## src/rtl/mbm_pkg.sv

```systemverilog
package mbm_pkg;

    // Bus action codes.
    localparam logic [1:0] ACT_MEM_READ  = 2'd0;
    localparam logic [1:0] ACT_MEM_WRITE = 2'd1;
    localparam logic [1:0] ACT_IO_WRITE  = 2'd2;

    // Region codes.
    localparam logic [2:0] REG_UNMAPPED = 3'd0;
    localparam logic [2:0] REG_IPL      = 3'd1;
    localparam logic [2:0] REG_BASIC    = 3'd2;
    localparam logic [2:0] REG_EXT      = 3'd3;
    localparam logic [2:0] REG_RAM      = 3'd4;
    localparam logic [2:0] REG_COMMON   = 3'd5;

    // System modes.
    localparam logic [1:0] MODE_IPL   = 2'd0;
    localparam logic [1:0] MODE_FLAT  = 2'd1;
    localparam logic [1:0] MODE_ROM   = 2'd2;
    localparam logic [1:0] MODE_RAM   = 2'd3;

    // I/O ports that load the banking registers.
    localparam logic [7:0] PORT_MODE = 8'hFD;
    localparam logic [7:0] PORT_PAGE = 8'hFE;

    localparam int OFFSET_W = 18;

    typedef struct packed {
        logic [1:0]  action;
        logic [15:0] address;
        logic [7:0]  data;
    } t_in_word;

    typedef struct packed {
        logic [2:0]          region;
        logic [OFFSET_W-1:0] offset;
        logic                write_enable;
        logic [7:0]          write_byte;
    } t_out_word;

    typedef struct packed {
        logic [1:0] system_mode;
        logic [2:0] rom_page;
        logic [3:0] ram_page;
    } t_bank_state;

endpackage

```

## src/rtl/mbm_map.sv

```systemverilog
module mbm_map (
    input  logic [15:0]                   i_address,
    input  mbm_pkg::t_bank_state          i_bank,
    output logic [2:0]                    o_region,
    output logic [mbm_pkg::OFFSET_W-1:0]  o_offset
);

    logic [mbm_pkg::OFFSET_W-1:0] a_ext;
    logic [1:0]                   rom_hi;
    logic [3:0]                   ram_hi;

    assign a_ext  = {2'b00, i_address};
    // Extension ROM uses page minus three, BASIC uses page plus one, as the
    // 8 KB block number within the region.
    assign rom_hi = (i_bank.rom_page >= 3'd3) ? 2'(i_bank.rom_page - 3'd3)
                                              : 2'(i_bank.rom_page + 3'd1);
    // Pages 2..13 start at 64 KB, one 16 KB block per page.
    assign ram_hi = i_bank.ram_page + 4'd2;

    always_comb begin
        o_region = mbm_pkg::REG_UNMAPPED;
        o_offset = '0;
        if (i_bank.system_mode == mbm_pkg::MODE_FLAT) begin
            if (i_address < 16'hF800) begin
                o_region = mbm_pkg::REG_RAM;
                o_offset = a_ext;
            end else begin
                o_region = mbm_pkg::REG_COMMON;
                o_offset = {7'd0, i_address[10:0]};
            end
        end else if (i_address[15:14] == 2'b11) begin
            // Upper 16 KB window follows the RAM page.
            case (i_bank.ram_page)
                4'd0: begin
                    o_region = mbm_pkg::REG_RAM;
                    o_offset = a_ext;
                end
                4'd1: begin
                    o_region = mbm_pkg::REG_RAM;
                    o_offset = {4'd0, i_address[13:0]};
                end
                4'd14: begin
                    o_region = mbm_pkg::REG_UNMAPPED;
                end
                4'd15: begin
                    if (i_address[15:11] == 5'b11111) begin
                        o_region = mbm_pkg::REG_COMMON;
                        o_offset = {7'd0, i_address[10:0]};
                    end
                end
                default: begin
                    o_region = mbm_pkg::REG_RAM;
                    o_offset = {ram_hi, i_address[13:0]};
                end
            endcase
        end else if (i_address[15:14] != 2'b00) begin
            o_region = mbm_pkg::REG_RAM;
            o_offset = a_ext;
        end else if (i_bank.system_mode == mbm_pkg::MODE_IPL) begin
            if (i_address[13:12] == 2'b00) begin
                o_region = mbm_pkg::REG_IPL;
                o_offset = {5'd0, 1'b1, i_address[11:0]};
            end else if (i_address[13]) begin
                o_region = mbm_pkg::REG_BASIC;
                o_offset = a_ext;
            end
        end else if (!i_address[13]) begin
            o_region = (i_bank.system_mode == mbm_pkg::MODE_ROM) ? mbm_pkg::REG_BASIC
                                                                 : mbm_pkg::REG_RAM;
            o_offset = a_ext;
        end else if (i_bank.rom_page == 3'd7) begin
            o_region = mbm_pkg::REG_UNMAPPED;
        end else if (i_bank.rom_page >= 3'd3) begin
            o_region = mbm_pkg::REG_EXT;
            o_offset = {3'd0, rom_hi, i_address[12:0]};
        end else if (i_bank.system_mode == mbm_pkg::MODE_ROM) begin
            o_region = mbm_pkg::REG_BASIC;
            o_offset = {3'd0, rom_hi, i_address[12:0]};
        end else begin
            o_region = mbm_pkg::REG_RAM;
            case (i_bank.rom_page)
                3'd1:    o_offset = {2'd0, 3'b110, i_address[12:0]};
                3'd2:    o_offset = {2'd0, 3'b111, i_address[12:0]};
                default: o_offset = a_ext;
            endcase
        end
    end

endmodule

```

## src/rtl/memory_bank_mapper.sv

```systemverilog
// Memory bank mapper: translates CPU bus actions into a target region and a
// byte offset within it, and keeps the mode and page registers for banking.
// The input channel (i_in_valid, o_in_stall, i_in_word) takes one word per
// bus action: a memory read, a memory write or an I/O port write. The output
// channel (o_out_valid, i_out_stall, o_out_word) returns exactly one word
// for every input word, in order.
// A word accepted is held in the input register, decoded, and lands in the
// output register once that is free or being taken. Throughput is one word
// per cycle while the receiver does not stall; the only logic between the two
// registers is the address decode in mbm_map and a few compares.
// An I/O write to port 0xFD or 0xFE changes the banking registers as it
// moves into the output register, so the very next word sees the new map.
// Reset clears both valid flags and sets mode and pages to zero.
// When the receiver stalls, the output word holds; the input register can
// still take one more word, and o_in_stall rises only once both are full.
module memory_bank_mapper (
    input  logic                   i_clk,
    input  logic                   i_rst_n,
    input  logic                   i_in_valid,
    output logic                   o_in_stall,
    input  mbm_pkg::t_in_word      i_in_word,
    output logic                   o_out_valid,
    input  logic                   i_out_stall,
    output mbm_pkg::t_out_word     o_out_word
);

    // Input register.
    logic                 r_in_valid;
    mbm_pkg::t_in_word    r_in;

    // Output register.
    logic                 r_out_valid;
    mbm_pkg::t_out_word   r_out;
    mbm_pkg::t_out_word   n_out;

    // Banking registers.
    mbm_pkg::t_bank_state r_bank;
    mbm_pkg::t_bank_state n_bank;

    logic                          advance;
    logic                          move;
    logic [2:0]                    map_region;
    logic [mbm_pkg::OFFSET_W-1:0]  map_offset;

    // The pipeline moves whenever the output register is free or being taken.
    assign advance    = !r_out_valid || !i_out_stall;
    assign move       = r_in_valid && advance;
    assign o_in_stall = r_in_valid && !advance;

    mbm_map u_map (
        .i_address (r_in.address),
        .i_bank    (r_bank),
        .o_region  (map_region),
        .o_offset  (map_offset)
    );

    // Result of the word in the input register, and its effect on banking.
    always_comb begin
        n_out  = '0;
        n_bank = r_bank;
        case (r_in.action)
            mbm_pkg::ACT_MEM_READ: begin
                n_out.region = map_region;
                n_out.offset = map_offset;
            end
            mbm_pkg::ACT_MEM_WRITE: begin
                // Only RAM and common RAM take writes; anything else is dropped.
                if (map_region == mbm_pkg::REG_RAM || map_region == mbm_pkg::REG_COMMON) begin
                    n_out.region       = map_region;
                    n_out.offset       = map_offset;
                    n_out.write_enable = 1'b1;
                    n_out.write_byte   = r_in.data;
                end
            end
            mbm_pkg::ACT_IO_WRITE: begin
                if (r_in.address[7:0] == mbm_pkg::PORT_MODE) begin
                    n_bank.system_mode = r_in.data[1:0];
                end else if (r_in.address[7:0] == mbm_pkg::PORT_PAGE) begin
                    n_bank.rom_page = r_in.data[2:0];
                    n_bank.ram_page = r_in.data[7:4];
                end
            end
            default: begin
                n_out = '0;
            end
        endcase
    end

    always_ff @(posedge i_clk) begin
        if (!i_rst_n) begin
            r_in_valid  <= 1'b0;
            r_out_valid <= 1'b0;
            r_bank      <= '0;
        end else begin
            if (!o_in_stall) begin
                r_in_valid <= i_in_valid;
            end
            if (advance) begin
                r_out_valid <= r_in_valid;
            end
            if (move) begin
                r_bank <= n_bank;
            end
        end
    end

    always_ff @(posedge i_clk) begin
        if (!o_in_stall && i_in_valid) begin
            r_in <= i_in_word;
        end
        if (move) begin
            r_out <= n_out;
        end
    end

    assign o_out_valid = r_out_valid;
    assign o_out_word  = r_out;

endmodule
```

## config.mk

```make
export PLATFORM = sky130hd
export DESIGN_NAME = memory_bank_mapper
export DESIGN_NICKNAME = d
export VERILOG_FILES = /design/src/rtl/mbm_pkg.sv /design/src/rtl/mbm_map.sv /design/src/rtl/memory_bank_mapper.sv
export SDC_FILE = /design/constraint.sdc
export NUM_CORES = 1
export LEC_CHECK = 0
export ABC_AREA = 1
export BUFFER_PORTS_ARGS = -buffer_cell sky130_fd_sc_hd__buf_2
export CAP_MARGIN = 25
export CORE_AREA = 2 2 99 101
export CTS_CLUSTER_SIZE = 30
export DETAILED_ROUTE_END_ITERATION = 8
export DIE_AREA = 0 0 101 103
export PLACE_DENSITY = 0.57
export SETUP_SLACK_MARGIN = 0.3
export SLEW_MARGIN = 20
export SYNTH_ARGS = -nofsm -noshare
export SYNTH_HDL_FRONTEND = slang
export SYNTH_HIERARCHICAL = 1
export SYNTH_SLANG_ARGS = --single-unit
export TNS_END_PERCENT = 20
```

## constraint.sdc

```tcl
create_clock -name i_clk -period 3.8 [get_ports i_clk]
set_input_delay 0.57 -clock i_clk [delete_from_list [all_inputs] [get_ports i_clk]]
set_output_delay 0.57 -clock i_clk [all_outputs]
set_load 0.02 [all_outputs]
```

# ---- After elaboration in Yosys (flattened, before gate mapping)
# Index checks and enable logic that the tools add are counted.
dict set report op_classes {
  add_sub_neg 3
  mul 0
  div 0
  magnitude_cmp 2
  eq_ne 16
  shifts 0
  mux 30
  bitwise 1
  reduce_logical 17
}
# operator n
set ops {}
lappend ops {{18-bit two-way mux} 9}
lappend ops {{18-bit one-hot mux with 4 select lines} 1}
lappend ops {{21-bit one-hot mux with 2 select lines} 1}
lappend ops {{16-bit two-way mux} 2}
lappend ops {{16-bit one-hot mux with 2 select lines} 1}
lappend ops {{3-bit two-way mux} 10}
lappend ops {{30-bit two-way mux} 1}
lappend ops {{8-bit == test (second input constant)} 2}
lappend ops {{16-bit less-than comparator (second input constant)} 1}
lappend ops {{11-bit two-way mux} 1}
lappend ops {{3-bit == test (second input constant)} 3}
lappend ops {{4-bit == test (second input constant)} 2}
lappend ops {{2-bit == test (second input constant)} 3}
lappend ops {{2-bit zero test} 3}
lappend ops {{3-bit one-hot mux with 2 select lines} 1}
lappend ops {{5-bit == test (second input constant)} 1}
lappend ops {{4-bit by 2-bit adder with 4-bit output (second input constant)} 1}
lappend ops {{2-bit by 1-bit == test with 1-bit output (second input constant)} 2}
lappend ops {{4-bit by 1-bit == test with 1-bit output (second input constant)} 1}
lappend ops {{1-bit zero test} 4}
lappend ops {{4-bit zero test} 1}
lappend ops {{2-bit two-way mux} 2}
lappend ops {{4-bit AND reduction} 1}
lappend ops {{3-bit by 1-bit == test with 1-bit output (second input constant)} 1}
lappend ops {{11 further kinds} 14}
dict set report word_totals {
  ff_bits 67
  latch_bits 0
  ramBits 0
  mem_bits_ro 0
  out_inout_bits 32
  mem_count 0
}

# ---- Longest topological paths before layout
dict set report logic_depth {
  depth_word 13
  mapped_depth 12
  depth_no_buf 11
}

# ---- By module
# Netlist, hierarchy kept.
# mod n_inst cells_each area_each_um2 seq_area_each_um2
set modules_own_cells {}
lappend modules_own_cells {memory_bank_mapper 1 201 2471.1 1901.8}
lappend modules_own_cells {mbm_map 1 136 737.0 0.0}

# ---- Least setup slack after synthesis
# OpenSTA, ideal clock, no wires.
dict set report synth_path {
  kind {input-to-reg}
  from {in i_out_stall}
  to {reg r_bank[3] (netlist bit)}
  setup_time_ns 0.064
  arrival_time_ns 1.970
  t_required_ns 3.736
  slack_ns 1.766
  stages 7
  path_buffers 0
  cell_sequence {nand2_1 -> nand2_1 -> inv_1 -> nand3_1 -> nor2_4 -> nor2_1 -> nor2_1}
}
dict set report synth_via {
  elab_chain_cells 4
}
# item line_no
set synth_rtl {}
lappend synth_rtl {{from (decl)} memory_bank_mapper.sv:23} ;# input logic i_out_stall,
lappend synth_rtl {{1-bit zero test} memory_bank_mapper.sv:46} ;# assign advance = !r_out_valid || !i_out_stall;
lappend synth_rtl {{1-bit logical OR} memory_bank_mapper.sv:46}
lappend synth_rtl {{1-bit logical AND} memory_bank_mapper.sv:47} ;# assign move = r_in_valid && advance;
lappend synth_rtl {{named net move} memory_bank_mapper.sv:41} ;# logic move;
lappend synth_rtl {{4-bit AND reduction (no line)} --}
lappend synth_rtl {{to (signal assigned)} memory_bank_mapper.sv:102} ;# r_bank <= n_bank;
lappend synth_rtl {{to (decl)} memory_bank_mapper.sv:37} ;# mbm_pkg::t_bank_state r_bank;
# The timed path passes the listed nets, and every way through them passes these cells.
# A chain may end at the register's enable or synchronous reset.

==> impl_metrics.toml <==
[run_status]
status = "completed"

[timing]
max_freq_mhz = 444
final-hold-violation-count = 0
rsz0062_at_grt = "no"
skew_ps = 8.08
worst_pin_slew_ps = 732
finalCritPeriodShare_pct = 59.3
finalMaxSlewViolations = 0
min_period_ps = 2250
setup_violations = 0
relSlewSlack_pct = 51.1
finalSetupTns_ps = 0

[die]
rows = 36
die_h_um = 103
initial_utilization_pct = 33.9
dieArea_mm2 = 0.0104
core_area_mm2 = 0.00946
dieWidth_um = 101
io_pins = 62

[worst_setup_path]
startpoint_type = "flop"
path_class = "reg2reg"
cpPeakStageDelay_ps = 540
slowest_stage = "edfxtp_1"
crit_chain = "inv_2 -> ha_1 -> nor2_1 -> nand2_1 -> a21oi_1 -> inv_1 -> nand4_4 -> inv_2 -> nor2_4 -> nor2_1"
critPathTopFamily = "simple AND/OR/NAND/NOR gates"
cp_data_arrival_time_ps = 2330
crit_path_end_kind = "flop"
crit_fanout = 19
required_ps = 3870
critPathBufInv = 3

[logic_synthesis]
syn-num-nets = 373
synth_ff_type = "edfxtp_1"
postSynth.asyncResetShare_pct = 0
synth.most_common_cell = "inv_1"
synthDistinctLibCells = 29
synthTopCellsByCount = "inv_1 (66), nor2_1 (60), edfxtp_1 (56)"
synth_area_mm2 = 0.00321
syn_avg_cell_area_um2 = 9.52
synth_warnings = 6
syn_inst = 337
synth_top_area_cell = "edfxtp_1"
synth_top_area_share_pct = 52.4
ys_top_cells_by_area = "edfxtp_1 (52%), inv_1 (7.7%), nor2_1 (7.0%), dfxtp_1 (6.9%), nand2_1 (6.1%)"
synth_seq_area_share_pct = 59.3
synth_seq_cells = 67
synth_edf_count = 56

[layout]
n_fill_cell = 945
drive_above_1_share_pct = 26.8
fin_area_mm2 = 0.00386
fin_nets = 442
synthToLayoutAreaGrowth_pct = 20.2
diodes = 0

[flow_run]
max-cap-violations = 0

[clocking]
clk_path_buf_depth = 2
root_buffer = "clkbuf_8"
clock-sinks = 67
cts-buffers-inserted = 9
post_cts_resized = 0
cts_setup_buffers = 0
clock_latency_ps = 340
cts_hold_buf = 0
cts-htree-levels = 3
clk_pin_slew_ps = 70
tritoncts = "built"

[global_routing]
antenna_found_initial = 0
grt_max_degree = 20
grt_pass1_wl_um = 10000
overflow = 0
grt.total_usage_pct = 12.5
grt_pass1_vias = 2151

[drt]
routed_wl_um = 6150
vias_per_cell = 4.30
wire_per_inst_um = 11.7
drt_iter0_drc = 107
firstDrtPassIters = 4
vias = 2259
drc = 0
antenna_left = 0

[worst_hold_path]
hp-class = "in2reg"

[power]
peakVddDrop_mv = 0.169
p_per_area_mw_per_mm2 = 414
power_leakage_nw = 1.75

[placed_design]
place_area_mm2 = 0.00365
gp_congestion = 0.835
io_buffers = 61
hpwl_um = 4610
[layer usage]
layer	global-route usage [%]	vias to the layer above	share of wire [%]
li1	-	1200	-
met1	16.5	988	47
met2	19.7	63	47
met3	3.32	8	4.5
met4	4.99	0	1.3
met5	0	-	0
[cell type report]
cell class / count / area [um2] / share of cell area (%)
Sequential cell: 67 / 1900 / 49.3
Timing Repair Buffer: 63 / 340 / 8.83
Clock inverter: 2 / 13.8 / 0.357
Clock buffer: 14 / 195 / 5.06
Inverter: 72 / 273 / 7.07
Tap cell: 114 / 143 / 3.70
Multi-Input combinational cell: 193 / 990 / 25.7
[cells by family after synthesis]
family                     Yosys count  synth area share, %
xor gates and xnor gates             1                0.273
DFF                                 67                 59.3
and+or+nand+nor                    168                 24.9
AOI/OAI and AO/OA                   18                 3.32
buffers and inverters               77                 9.87
adders and majority gates            6                 2.34
[worst paths after layout]
path                      startpoint  cells after the start  slack [ps]                  endpoint
max               r_in[21]$_DFFE_PP_                     10        1550  o_out_word[22]$_DFFE_PP_
min                    i_in_word[14]                      1         400        r_in[14]$_DFFE_PP_
max reg2reg       r_in[21]$_DFFE_PP_                     10        1550  o_out_word[22]$_DFFE_PP_
min reg2reg  r_in_valid$_SDFFE_PN0N_                      2         480  o_out_valid$_SDFFE_PN0P_
[worst register-to-register path, cell delays in order (launching register included)]
cell      delay (ps)
edfxtp_1         540
inv_2            110
ha_1             240
nor2_1           110
nand2_1           80
a21oi_1          170
inv_1             90
nand4_4          130
inv_2             70
nor2_4           350
nor2_1            90
[registers in the layout (all words and copies together), names as in the netlist]
signal,cells
r_bank,9
o_out_word,30
o_out_valid,1
r_in,26
r_in_valid,1
[where the power goes]
part	switching (W)	total, W	internal [W]
clock network	0.000263	0.000598	0.000335
logic	0.0000961	0.000147	0.0000511
registers	0.0000159	0.000853	0.000837
[cell usage in the layout (no fill, tap or decap), drive strengths merged]
cell type / instances
nor2: 78
inv: 70
buf: 63
nand2: 57
edfxtp: 56
nand3: 26
clkbuf: 14
dfxtp: 11
a21oi: 9
ha: 6
o21ai: 5
clkinv: 4
nor3: 3
nand4: 2
nor3b: 1
a31oi: 1
nand3b: 1
a32oi: 1
o311ai: 1
o31ai: 1
xnor2: 1
[through the flow]
| stage | worst slack (ps) | std cells | hold WS [ps] | utilization (%) | total power, W |
|---|---|---|---|---|---|
| 6_report | 1550 | 525 | 402 | 40.8 | 0.00160 |
| 5_1_grt | 1210 | 525 | 377 | 40.8 | 0.00167 |
| 4_1_cts | 1520 | 525 | 376 | 40.8 | 0.00162 |
| 3_5_place_dp | 1540 | 509 | 470 | 38.6 | 0.00102 |
| 3_3_place_gp | 1600 | 508 | 465 | 38.3 | 0.00101 |
| 2_1_floorplan | 1770 | 337 | 447 | - | 0.000966 |
Power figures use the tool's default switching activity.
